**src/hw/rtl/qewm_pkg.sv**
```systemverilog
// Shared constants, types and the sine function for the QAM eye width monitor
`default_nettype none
package qewm_pkg;

	localparam int unsigned TIMESTEPS_DEF = 64;
	localparam int unsigned SYM_W         = 4;
	localparam int unsigned LVL_W         = 16;
	localparam int unsigned EYE_W         = 7;
	localparam int unsigned TOTAL_W       = 32;
	localparam int unsigned CFG_IDX_W     = 2;

	localparam logic [CFG_IDX_W-1:0] CFG_PEAK_LEVEL = 2'd0;
	localparam logic [CFG_IDX_W-1:0] CFG_MID_LEVEL  = 2'd1;
	localparam logic [CFG_IDX_W-1:0] CFG_QAM16_MODE = 2'd2;

	localparam logic [LVL_W-1:0] PEAK_RESET  = 16'd51200;
	localparam logic [LVL_W-1:0] MID_RESET   = 16'd17067;
	localparam logic [EYE_W-1:0] RUN_CAP     = 7'd127;

	localparam longint unsigned HALF_TURN    = 64'd65536;
	localparam longint unsigned QUARTER_TURN = 64'd32768;
	localparam longint unsigned PI_Q30       = 64'd3373259426;
	localparam longint unsigned ONE_Q30      = 64'd1073741824;

	typedef struct packed {
		logic start;
		logic issue;
		logic commit;
	} qewm_cmd_t;

	typedef struct packed {
		logic last_sample;
		logic out_free;
	} qewm_stat_t;

	// sin(q*pi/65536) in unsigned Q0.15 for q in 0..32768, clamped to 32767
	function automatic logic [14:0] sine_q15(input longint unsigned q_in);
		longint unsigned q;
		longint unsigned x;
		longint unsigned x2;
		longint unsigned t;
		longint unsigned s;
		longint unsigned r;
		q  = (q_in > QUARTER_TURN) ? QUARTER_TURN : q_in;
		x  = (q * PI_Q30) >> 16;
		x2 = (x * x) >> 30;
		t  = ONE_Q30;
		t  = ONE_Q30 - ((x2 * t) >> 30) / 64'd110;
		t  = ONE_Q30 - ((x2 * t) >> 30) / 64'd72;
		t  = ONE_Q30 - ((x2 * t) >> 30) / 64'd42;
		t  = ONE_Q30 - ((x2 * t) >> 30) / 64'd20;
		t  = ONE_Q30 - ((x2 * t) >> 30) / 64'd6;
		s  = (x * t) >> 30;
		r  = (s + 64'd16384) >> 15;
		if (r > 64'd32767) begin
			r = 64'd32767;
		end
		return r[14:0];
	endfunction

endpackage
`default_nettype wire

```
**src/hw/rtl/qewm_if.sv**
```systemverilog
// Valid/ready channel interfaces for symbols in and eye results out
`default_nettype none
interface qewm_sym_if
	import qewm_pkg::*;
();
	logic             valid;
	logic             ready;
	logic [SYM_W-1:0] symbol;

	modport source (output valid, output symbol, input ready);
	modport sink   (input valid, input symbol, output ready);
endinterface

interface qewm_res_if
	import qewm_pkg::*;
();
	logic               valid;
	logic               ready;
	logic [EYE_W-1:0]   eye_steps;
	logic [EYE_W-1:0]   min_eye_steps;
	logic [EYE_W-1:0]   max_eye_steps;
	logic [TOTAL_W-1:0] total_eye_steps;

	modport source (output valid, output eye_steps, output min_eye_steps,
		output max_eye_steps, output total_eye_steps, input ready);
	modport sink   (input valid, input eye_steps, input min_eye_steps,
		input max_eye_steps, input total_eye_steps, output ready);
endinterface
`default_nettype wire

```
**src/hw/rtl/qam_eye_width_monitor.sv**
```systemverilog
// QAM eye width monitor: per-symbol eye run with running min, max and total
//
// Usage:
//   sym_in  : one 4-bit QAM symbol per transaction (valid/ready).
//   res_out : one result per symbol: eye_steps, min_eye_steps, max_eye_steps,
//             total_eye_steps (valid/ready).
//   cfg_we/cfg_index/cfg_data: write peak_level (0), mid_level (1),
//             qam16_mode (2); write only while no symbol is in flight.
// Timing: the sample sweep issues one
//   waveform sample per cycle from the sine table through one product
//   stage into the run tracker, then, after a drain state, the statistics
//   commit into the output register. The next symbol is taken only after
//   that commit, in the cycle in which the result becomes valid.
// Reset: registers return to peak 51200, mid 17067, 16-QAM; previous Q level
//   is +51200, min 127, max 0, total 0; the output register is empty.
// Stall: a result held in the output register stalls the commit of the next
//   symbol, which then waits with its sweep finished; nothing is dropped.
`default_nettype none
module qam_eye_width_monitor
	import qewm_pkg::*;
#(
	parameter int unsigned TIMESTEPS = TIMESTEPS_DEF
) (
	input  wire logic                 clk,
	input  wire logic                 arst_n,
	input  wire logic                 cfg_we,
	input  wire logic [CFG_IDX_W-1:0] cfg_index,
	input  wire logic [LVL_W-1:0]     cfg_data,
	qewm_sym_if.sink                  sym_in,
	qewm_res_if.source                res_out
);

	qewm_cmd_t  cmd;
	qewm_stat_t stat;

	qewm_ctrl u_ctrl (
		.clk      (clk),
		.arst_n   (arst_n),
		.in_valid (sym_in.valid),
		.in_ready (sym_in.ready),
		.stat     (stat),
		.cmd      (cmd)
	);

	qewm_dp #(
		.TIMESTEPS (TIMESTEPS)
	) u_dp (
		.clk       (clk),
		.arst_n    (arst_n),
		.cfg_we    (cfg_we),
		.cfg_index (cfg_index),
		.cfg_data  (cfg_data),
		.symbol    (sym_in.symbol),
		.cmd       (cmd),
		.stat      (stat),
		.res       (res_out)
	);

endmodule
`default_nettype wire

```
**src/hw/rtl/qewm_ctrl.sv**
```systemverilog
// Controller state machine: accept a symbol, sweep samples, drain, commit result
`default_nettype none
module qewm_ctrl
	import qewm_pkg::*;
(
	input  wire logic       clk,
	input  wire logic       arst_n,
	input  wire logic       in_valid,
	output logic            in_ready,
	input  wire qewm_stat_t stat,
	output qewm_cmd_t       cmd
);

	localparam logic [1:0] S_IDLE  = 2'd0;
	localparam logic [1:0] S_RUN   = 2'd1;
	localparam logic [1:0] S_DRAIN = 2'd2;
	localparam logic [1:0] S_DONE  = 2'd3;

	logic [1:0] state_q;
	logic [1:0] state_nxt;

	always_comb begin
		in_ready   = (state_q == S_IDLE);
		cmd.start  = in_ready && in_valid;
		cmd.issue  = (state_q == S_RUN);
		cmd.commit = (state_q == S_DONE) && stat.out_free;
		state_nxt  = state_q;
		unique case (state_q)
			S_IDLE: begin
				if (in_valid) begin
					state_nxt = S_RUN;
				end
			end
			S_RUN: begin
				if (stat.last_sample) begin
					state_nxt = S_DRAIN;
				end
			end
			S_DRAIN: begin
				state_nxt = S_DONE;
			end
			S_DONE: begin
				if (stat.out_free) begin
					state_nxt = S_IDLE;
				end
			end
			default: begin
				state_nxt = S_IDLE;
			end
		endcase
	end

	always_ff @(posedge clk or negedge arst_n) begin
		if (!arst_n) begin
			state_q <= S_IDLE;
		end else begin
			state_q <= state_nxt;
		end
	end

endmodule
`default_nettype wire

```
**src/hw/rtl/qewm_dp.sv**
```systemverilog
// Datapath: registers, sine table, waveform products, run tracking and statistics
`default_nettype none
module qewm_dp
	import qewm_pkg::*;
#(
	parameter int unsigned TIMESTEPS = TIMESTEPS_DEF
) (
	input  wire logic                 clk,
	input  wire logic                 arst_n,
	input  wire logic                 cfg_we,
	input  wire logic [CFG_IDX_W-1:0] cfg_index,
	input  wire logic [LVL_W-1:0]     cfg_data,
	input  wire logic [SYM_W-1:0]     symbol,
	input  wire qewm_cmd_t            cmd,
	output qewm_stat_t                stat,
	qewm_res_if.source                res
);

	localparam int unsigned IDX_W  = $clog2(TIMESTEPS);
	localparam int unsigned RUN_W  = $clog2(TIMESTEPS + 1);
	localparam int unsigned HALF_N = TIMESTEPS / 2;
	localparam int unsigned WIDE_W = 34;

	logic [14:0] sin_rom [TIMESTEPS];
	logic [14:0] cos_rom [TIMESTEPS];
	logic        cneg_rom [TIMESTEPS];

	for (genvar g = 0; g < TIMESTEPS; g++) begin : g_rom
		localparam longint unsigned P = ((g + 1) * HALF_TURN) / TIMESTEPS;
		localparam longint unsigned SQ = (P <= QUARTER_TURN) ? P : HALF_TURN - P;
		localparam longint unsigned CQ =
			(P <= QUARTER_TURN) ? QUARTER_TURN - P : P - QUARTER_TURN;
		localparam logic [14:0] SV = sine_q15(SQ);
		localparam logic [14:0] CV = sine_q15(CQ);
		assign sin_rom[g]  = SV;
		assign cos_rom[g]  = CV;
		assign cneg_rom[g] = (P > QUARTER_TURN);
	end

	logic [LVL_W-1:0]         peak_q;
	logic [LVL_W-1:0]         mid_q;
	logic                     qam16_q;
	logic signed [17:0]       prev_q_q;
	logic signed [17:0]       i_lvl_q;
	logic signed [17:0]       q_lvl_q;
	logic signed [WIDE_W-1:0] lo_q;
	logic signed [WIDE_W-1:0] hi_q;
	logic                     no_lo_q;
	logic                     no_hi_q;
	logic [IDX_W-1:0]         idx_q;
	logic                     vld_s1;
	logic signed [WIDE_W-1:0] prod_i_s1;
	logic signed [WIDE_W-1:0] prod_q_s1;
	logic [RUN_W-1:0]         run_q;
	logic [RUN_W-1:0]         best_q;
	logic [EYE_W-1:0]         min_q;
	logic [EYE_W-1:0]         max_q;
	logic [TOTAL_W-1:0]       total_q;
	logic                     out_valid_q;
	logic [EYE_W-1:0]         eye_out_q;
	logic [EYE_W-1:0]         min_out_q;
	logic [EYE_W-1:0]         max_out_q;
	logic [TOTAL_W-1:0]       total_out_q;

	logic                     i_outer;
	logic                     q_outer;
	logic signed [17:0]       i_mag;
	logic signed [17:0]       q_mag;
	logic signed [17:0]       i_lvl;
	logic signed [17:0]       q_lvl;
	logic signed [17:0]       mid_s;
	logic signed [17:0]       lo_base;
	logic signed [17:0]       hi_base;
	logic signed [17:0]       qp;
	logic signed [15:0]       sv;
	logic signed [16:0]       cv;
	logic signed [WIDE_W-1:0] prod_i;
	logic signed [WIDE_W-1:0] prod_q;
	logic signed [WIDE_W-1:0] v;
	logic                     in_win;
	logic [RUN_W-1:0]         run_inc;
	logic [9:0]               best_x;
	logic [EYE_W-1:0]         shown;
	logic [TOTAL_W:0]         sum;
	logic [TOTAL_W-1:0]       total_nxt;

	always_comb begin
		i_outer = !qam16_q || symbol[2];
		q_outer = !qam16_q || symbol[3];
		i_mag   = signed'({2'b00, (i_outer ? peak_q : mid_q)});
		q_mag   = signed'({2'b00, (q_outer ? peak_q : mid_q)});
		i_lvl   = symbol[0] ? i_mag : -i_mag;
		q_lvl   = symbol[1] ? q_mag : -q_mag;
		mid_s   = signed'({2'b00, mid_q});
		lo_base = i_lvl - mid_s;
		hi_base = i_lvl + mid_s;

		qp = (32'(idx_q) < HALF_N) ? prev_q_q : -q_lvl_q;
		sv = signed'({1'b0, sin_rom[idx_q]});
		cv = cneg_rom[idx_q] ? -signed'({2'b00, cos_rom[idx_q]})
			: signed'({2'b00, cos_rom[idx_q]});
		prod_i = i_lvl_q * sv;
		prod_q = qp * cv;

		v       = prod_i_s1 + prod_q_s1;
		in_win  = (no_lo_q || (v > lo_q)) && (no_hi_q || (v < hi_q));
		run_inc = run_q + 1'b1;

		best_x    = 10'(best_q);
		shown     = (best_x > 10'(RUN_CAP)) ? RUN_CAP : best_x[EYE_W-1:0];
		sum       = {1'b0, total_q} + (TOTAL_W + 1)'(best_q);
		total_nxt = sum[TOTAL_W] ? '1 : sum[TOTAL_W-1:0];

		stat.last_sample = (idx_q == IDX_W'(TIMESTEPS - 1));
		stat.out_free    = !out_valid_q || res.ready;
	end

	always_ff @(posedge clk or negedge arst_n) begin
		if (!arst_n) begin
			peak_q      <= PEAK_RESET;
			mid_q       <= MID_RESET;
			qam16_q     <= 1'b1;
			prev_q_q    <= signed'({2'b00, PEAK_RESET});
			min_q       <= RUN_CAP;
			max_q       <= '0;
			total_q     <= '0;
			vld_s1      <= 1'b0;
			out_valid_q <= 1'b0;
		end else begin
			if (cfg_we) begin
				unique case (cfg_index)
					CFG_PEAK_LEVEL: peak_q  <= cfg_data;
					CFG_MID_LEVEL:  mid_q   <= cfg_data;
					CFG_QAM16_MODE: qam16_q <= cfg_data[0];
					default: begin
					end
				endcase
			end
			vld_s1 <= cmd.issue;
			if (cmd.commit) begin
				if (shown < min_q) begin
					min_q <= shown;
				end
				if (shown > max_q) begin
					max_q <= shown;
				end
				total_q     <= total_nxt;
				prev_q_q    <= q_lvl_q;
				out_valid_q <= 1'b1;
			end else if (res.ready) begin
				out_valid_q <= 1'b0;
			end
		end
	end

	always_ff @(posedge clk) begin
		if (cmd.start) begin
			i_lvl_q <= i_lvl;
			q_lvl_q <= q_lvl;
			lo_q    <= WIDE_W'(lo_base) <<< 15;
			hi_q    <= WIDE_W'(hi_base) <<< 15;
			no_lo_q <= i_outer && !symbol[0];
			no_hi_q <= i_outer && symbol[0];
			idx_q   <= '0;
			run_q   <= '0;
			best_q  <= '0;
		end else begin
			if (cmd.issue) begin
				idx_q <= idx_q + 1'b1;
			end
			if (vld_s1) begin
				if (in_win) begin
					run_q <= run_inc;
					if (run_inc > best_q) begin
						best_q <= run_inc;
					end
				end else begin
					run_q <= '0;
				end
			end
		end
		prod_i_s1 <= prod_i;
		prod_q_s1 <= prod_q;
		if (cmd.commit) begin
			eye_out_q   <= shown;
			min_out_q   <= (shown < min_q) ? shown : min_q;
			max_out_q   <= (shown > max_q) ? shown : max_q;
			total_out_q <= total_nxt;
		end
	end

	assign res.valid           = out_valid_q;
	assign res.eye_steps       = eye_out_q;
	assign res.min_eye_steps   = min_out_q;
	assign res.max_eye_steps   = max_out_q;
	assign res.total_eye_steps = total_out_q;

endmodule
`default_nettype wire
```
**src/flat_wrapper.sv**
```systemverilog
// flat-port wrapper written by rule: the top's interface ports become plain ports
module qam_eye_width_monitor_flat import qewm_pkg::*;
#(
	parameter int unsigned TIMESTEPS = TIMESTEPS_DEF
)
  (clk, arst_n, cfg_we, cfg_index, cfg_data, sym_in_valid, sym_in_symbol, sym_in_ready, res_out_valid, res_out_eye_steps, res_out_min_eye_steps, res_out_max_eye_steps, res_out_total_eye_steps, res_out_ready);
  qewm_sym_if sym_in_i ();
  qewm_res_if res_out_i ();
  input  wire logic clk;
  input  wire logic arst_n;
  input  wire logic cfg_we;
  input  wire logic [CFG_IDX_W-1:0] cfg_index;
  input  wire logic [LVL_W-1:0] cfg_data;
  input wire logic [$bits(sym_in_i.valid)-1:0] sym_in_valid;
  input wire logic [$bits(sym_in_i.symbol)-1:0] sym_in_symbol;
  output wire logic [$bits(sym_in_i.ready)-1:0] sym_in_ready;
  output wire logic [$bits(res_out_i.valid)-1:0] res_out_valid;
  output wire logic [$bits(res_out_i.eye_steps)-1:0] res_out_eye_steps;
  output wire logic [$bits(res_out_i.min_eye_steps)-1:0] res_out_min_eye_steps;
  output wire logic [$bits(res_out_i.max_eye_steps)-1:0] res_out_max_eye_steps;
  output wire logic [$bits(res_out_i.total_eye_steps)-1:0] res_out_total_eye_steps;
  input wire logic [$bits(res_out_i.ready)-1:0] res_out_ready;
  assign sym_in_i.valid = sym_in_valid;
  assign sym_in_i.symbol = sym_in_symbol;
  assign sym_in_ready = sym_in_i.ready;
  assign res_out_valid = res_out_i.valid;
  assign res_out_eye_steps = res_out_i.eye_steps;
  assign res_out_min_eye_steps = res_out_i.min_eye_steps;
  assign res_out_max_eye_steps = res_out_i.max_eye_steps;
  assign res_out_total_eye_steps = res_out_i.total_eye_steps;
  assign res_out_i.ready = res_out_ready;
  qam_eye_width_monitor #(.TIMESTEPS(TIMESTEPS)) u_core (.clk(clk), .arst_n(arst_n), .cfg_we(cfg_we), .cfg_index(cfg_index), .cfg_data(cfg_data), .sym_in(sym_in_i), .res_out(res_out_i));
endmodule
```
**config.mk**
```make
export PLATFORM = sky130hd
export DESIGN_NAME = qam_eye_width_monitor_flat
export DESIGN_NICKNAME = d
export VERILOG_FILES = /design/src/hw/rtl/qewm_pkg.sv /design/src/hw/rtl/qewm_if.sv /design/src/hw/rtl/qam_eye_width_monitor.sv /design/src/hw/rtl/qewm_ctrl.sv /design/src/hw/rtl/qewm_dp.sv /design/src/flat_wrapper.sv
export SDC_FILE = /design/constraint.sdc
export NUM_CORES = 2
export LEC_CHECK = 0
export BUFFER_PORTS_ARGS = -buffer_cell sky130_fd_sc_hd__buf_2
export CAP_MARGIN = 20
export CORE_MARGIN = 2
export CORE_UTILIZATION = 62
export DETAILED_ROUTE_END_ITERATION = 6
export GPL_TIMING_DRIVEN = 0
export PLACE_DENSITY = 0.76
export SLEW_MARGIN = 20
export SYNTH_ARGS = -nofsm -noshare
export SYNTH_HDL_FRONTEND = slang
export SYNTH_SLANG_ARGS = --single-unit
```
**constraint.sdc**
```tcl
create_clock -name clk -period 21 [get_ports clk]
set_clock_uncertainty 0.1 [all_clocks]
set_input_delay 4.2 -clock clk [delete_from_list [all_inputs] [get_ports clk]]
set_output_delay 4.2 -clock clk [all_outputs]
set_load 0.02 [all_outputs]
```
# Word level (Yosys, flattened, before mapping)
# Memory sizes are Yosys's and may differ from the RTL's.
# Index checks and enable logic that the tools add are counted.
# Widths: inputs -> output; s select.
# classes
n_addsub	10
mul	2
magnitude_cmp	7
eq_ne	9
n_mux	22
bitwise_logic	1
reduce_logical	21
# ops
operator	count
$mux 15	4
$mux 16	3
$mux 18	2
$neg 16->18	2
$add 34x34->34	1
$gt 34x33->1	1
$lt 34x33->1	1
$mul 18x16->34	1
$mul 18x17->34	1
$add 32x7->33	1
$mux 32	1
$mux 7	3
$add 18x17->18	1
$neg 18->18	1
$sub 18x17->18	1
$mux 17	1
$neg 15->17	1
$gt 7x7->1	2
$pmux 2 s4	1
$add 7x1->7 const B	1
$ge 7x7->1 const B	1
$lt 7x7->1	1
$not 6->7	1
$add 6x1->6 const B	1
other kinds (15)	38
# word_totals
ff_bits	316
mem_bits_ro	1984
inputBits	27
output_inout_bits	55
wordCells	101
mem_count	3
# memory_table
name	words	width	read_ports	rd_ports_with_merged_regs	write_ports	line	source
(no name shown)	64	15	1	0	0	qewm_dp.sv:101	: signed'({2'b00, cos_rom[idx_q]});
(no name shown)	64	15	1	0	0	qewm_dp.sv:99	sv = signed'({1'b0, sin_rom[idx_q]});
(no name shown)	64	1	1	0	0	qewm_dp.sv:100	cv = cneg_rom[idx_q] ? -signed'({2'b00, cos_rom[idx_q]})

# Depth between registers and ports, before layout
# depth
word_depth	7
ltp_mapped	39
depth_no_buf	34

# By module
# Synthesis repeated with hierarchy kept, for this count alone.
# unflattened
cells_unflattened	4419
hier_area_um2	40861.7
# by_module_without_submodules
mod	instances	cells_each	area_per_inst_um2	seq_area_each_um2
qewm_dp	1	4401	40680.3	8049.0
qewm_ctrl	1	18	181.4	50.0

# Worst setup path before layout
# Ideal clock, no wire load.
# synth_path
path_type	reg2reg
from	register u_core.u_dp.idx_q[1]
to	register u_core.u_dp.prod_q_s1[33]
setup_time_ps	120
arrival_ps	8976
t_required_ps	20780
path_slack_ps	11804
path_stages_with_launch	34
n_path_buf	4
period_less_slack_ps	9196
cell_sequence	dfxtp_1 > inv_1 > ha_1 > clkbuf_1 > mux2i_1 > mux4_2 > mux2i_2 > clkbuf_1 > clkbuf_1 > ha_1 > nand2_1 > xor2_1 > mux2i_2 > buf_2 > nor2_1 > fa_1 > inv_1 > fa_1 > fa_1 > fa_1 > inv_1 > fa_1 > fa_1 > ha_1 > a21o_1 > a21oi_1 > nor2_1 > a221o_1 > a41o_1 > o41ai_2 > o21ai_1 > a21o_1 > a21oi_1 > xnor2_1
# synth_via
elab_chain_len	7
elab_cells_between_ends	12
classes_between	1 x add/sub; 1 x mul; 1 x order compare; 6 x mux; 1 x bitwise; 2 x memory
# synth_rtl
item	line	source
start, declared	qewm_dp.sv:50	logic [IDX_W-1:0] idx_q;
start signal, assigned	qewm_dp.sv:169	idx_q <= idx_q + 1'b1;
$not 6->7 (not written as such)	qewm_dp.sv:100, qewm_dp.sv:101	
$mem_v2 64x15	n/a	
$mux 15 (not written as such) (2 in a row)	qewm_dp.sv:101	
$neg 15->17	qewm_dp.sv:100	
$mux 17	qewm_dp.sv:100	
$mul 18x17->34 *	qewm_dp.sv:103	prod_q = qp * cv;
net u_core.u_dp.prod_q[33]	qewm_dp.sv:78	logic signed [WIDE_W-1:0] prod_q;
end signal, assigned	qewm_dp.sv:183	prod_q_s1 <= prod_q;
end, declared	qewm_dp.sv:53	logic signed [WIDE_W-1:0] prod_q_s1;
# Mark *: on every way through the listed nets, which the timed path passes. The rest lies on a longest branch. The select of a mux whose other input is x is not followed.
# A chain may end at the register's enable or synchronous reset.

# Worst setup path after layout
# Ends and elaborated chain as after synthesis.

==> results.yml <==
die:
  core_region_area_sq_um: 64500
  fp.dieArea_sq_um: 67400
  initial_core_util_pct: 62.8
  die_w_um: 260
  pin_count: 82
  die_h_um: 260
  fp-row-count: 93
place:
  io_buffers: 80
  place_hpwl_um: 86800
  place_congestion: 0.988
cts:
  cts_tree: "yes"
  clkLatencyLatePin_ns: 0.56
  cts_buffer_depth: 3
  clock_sink_count: 315
  clk_pin_slew_ns: 0.06
  post_cts_resized: 0
  h-tree-depth: 2
  cts_hold_buf: 0
  cts_setup_buffers: 0
  root_buffer: "clkbuf_16"
  cts_made_buffers: 34
yosys:
  synthSimpleGateAreaFrac_pct: 14.0
  yosys_warnings: 0
  synth-seq-cells: 315
  synth-edff-count: 126
  ys_seq_area_share_pct: 20.0
  synth_top_family_by_area: "adder cells"
  synthMuxAreaShare_pct: 3.79
  synth_fp_nets: 5274
  synthAdderAreaFrac_pct: 39.0
  synth_xor_xnor_area_share_pct: 4.56
  synthesis.area_sq_um: 40500
  synth_compound_area_share_pct: 9.93
  async_reset_ff_share_pct: 32.1
  postSynthAreaPerCell_sq_um: 9.34
  syn_inst: 4334
  ys.flop_type: "edfxtp_1"
  synth.distinct_cells: 95
drt:
  wl_um: 107000
  via_per_inst: 5.81
  drc: 0
  num_vias: 31000
  ant_nets: 0
  drtIter0Drc: 2614
  wire_per_inst_um: 20.0
  dr.pass1.iters: 6
worst_setup_path:
  cp_slowest_cell: "dfxtp_1"
  critical-path-max-stage-delay_ns: 0.66
  r2r-start: "u_core.u_dp.idx_q[1]"
  required_ns: 21.34
  end_kind: "flip-flop"
  startpoint: "u_core.u_dp.idx_q[1]"
  crit_top_cell: "fa_1"
  crit_type: "flip-flop to flip-flop"
  critPathLaunchType: "flip-flop"
  cp_max_fo: 14
  critPathArrivalTime_ns: 12.30
grt:
  grt_max_degree: 57
  grt.total_usage_pct: 32.9
  grt_pass1_wl_um: 172000
  antenna_found_initial: 5
  overflow: 0
  grt_pass1_vias: 31600
layout:
  final_layout_size_suffix_gt1_share_pct: 7.05
  seqCellArea_sq_um: 8100
  layout.cells.most_common_list: "766 x inv_1, 581 x fa_1, 476 x nand2_1"
  syn_to_final_growth_pct: 7.00
  layout_commonest_cell: "inv_1"
  fill_cells: 5272
  multi_input_area_sq_um: 28900
  fin_nets: 5397
job:
  drv_cap: 0
sta:
  final_max_slew_viol_count: 0
  worst_slew_pin_slew_ns: 1.18
  fin_setup_tns_ns: 0
  rsz0062_at_grt: "no"
  period_share_pct: 56.9
  setup_violations: 0
  period_needed_ns: 11.96
  max_freq_mhz: 83.6
  slew_headroom_pct: 21.6
  hold_viol_final: 0
outcome:
  status: "finished, final reports clean"
worst_hold_path:
  worstHoldStart: "u_core.u_dp.prev_q_q[15]"
  hold_class: "flip-flop to flip-flop"
## cell families (layout without fill, tap and decap cells)
| logic type | count (synthesis) | after routing |
|---|---|---|
| AO/OA/AOI/OAI | 626 | 626 |
| other | 0 | 3 |
| flip-flops | 315 | 315 |
| buffers and inverters | 915 | 1064 |
| multiplexers | 135 | 135 |
| AND/OR/NAND/NOR | 1219 | 1219 |
| adder cells (fa/ha/maj) | 913 | 913 |
| XOR/XNOR | 211 | 211 |
## final cells by class
cell class,count,area share [%]
diodes,3,0.0173
plain buffers,147,1.52
clock buffers,42,2.18
clock inverters,20,0.557
inverters,768,6.65
multi-input cells,3104,66.7
flip-flops and latches,315,18.7
well taps,855,2.47
repair buffers,87,1.24
## cell usage after synthesis, drive strengths merged (80+ instances only)
master | n | area (sq um)
inv | 768 | 2880
fa | 581 | 11600
nand2 | 476 | 1790
ha | 332 | 4150
nor2 | 287 | 1090
a21oi | 196 | 1000
xnor2 | 145 | 1270
o21ai | 136 | 692
and2 | 132 | 826
edfxtp | 126 | 3780
clkbuf | 91 | 342
dfxtp | 88 | 1760
a21o | 80 | 601
dfrtp | 80 | 2000
## through the flow
stage	worst slack (ns)	utilization [%]	hold WS (ns)	cell area (sq um)	std cells
floorplan	11.80	-	0.346	40500	4334
global placement	9.18	65.1	0.362	42000	5269
detailed placement	9.24	65.4	0.376	42100	5275
CTS	9.19	67.2	0.386	43300	5337
global route	8.52	67.2	0.424	43300	5338
finish	9.04	67.2	0.386	43300	5341
## critical path: cells and delay by family, from the launching register on
| family | cells | cell delay, ns |
|---|---|---|
| simple gates | 3 | 0.32 |
| flops | 1 | 0.66 |
| compound gates | 7 | 1.93 |
| buf+inv | 9 | 2.63 |
| fa+ha+maj | 9 | 4.31 |
| xor+xnor | 2 | 0.25 |
| mux | 4 | 1.65 |
## final timing paths
| kind | cells after the start | slack [ns] | endpoint |
|---|---|---|---|
| worst max-delay path | 34 | 9.04 | u_core.u_dp.prod_q_s1[33] |
| worst min-delay path | 2 | 0.39 | u_core.u_dp.prev_q_q[15] |
| worst max register to register | 34 | 9.04 | u_core.u_dp.prod_q_s1[33] |
| worst min register to register | 2 | 0.39 | u_core.u_dp.prev_q_q[15] |
| max in group asynchronous | 2 | 16.61 | u_core.u_dp.mid_q[3] |
| min in group asynchronous | 1 | 3.48 | u_core.u_dp.total_q[15] |
## per-layer routing
metal  wire length, um  share of wire [%]  GRT usage [%]
met5                43              0.040              0
met2             48700                 46           51.5
met1             44600                 42           45.8
met4              4060                3.8           12.0
met3              9260                8.7           6.48
## flip-flops by register name (all words and copies together) (netlist names), 16 cells and up
register                         count
u_core.u_dp.hi_q                    18
u_core.u_dp.i_lvl_q                 18
u_core.u_dp.peak_q                  16
u_core.u_dp.q_lvl_q                 18
u_core.u_dp.total_q                 32
u_core.u_dp.prev_q_q                18
u_core.u_dp.mid_q                   16
u_core.u_dp.prod_i_s1               34
u_core.u_dp.res.total_eye_steps     32
u_core.u_dp.prod_q_s1               34
u_core.u_dp.lo_q                    17
Power is not shown: default switching activity piles up to over one toggle a cycle in this logic, so the estimate is an artifact.
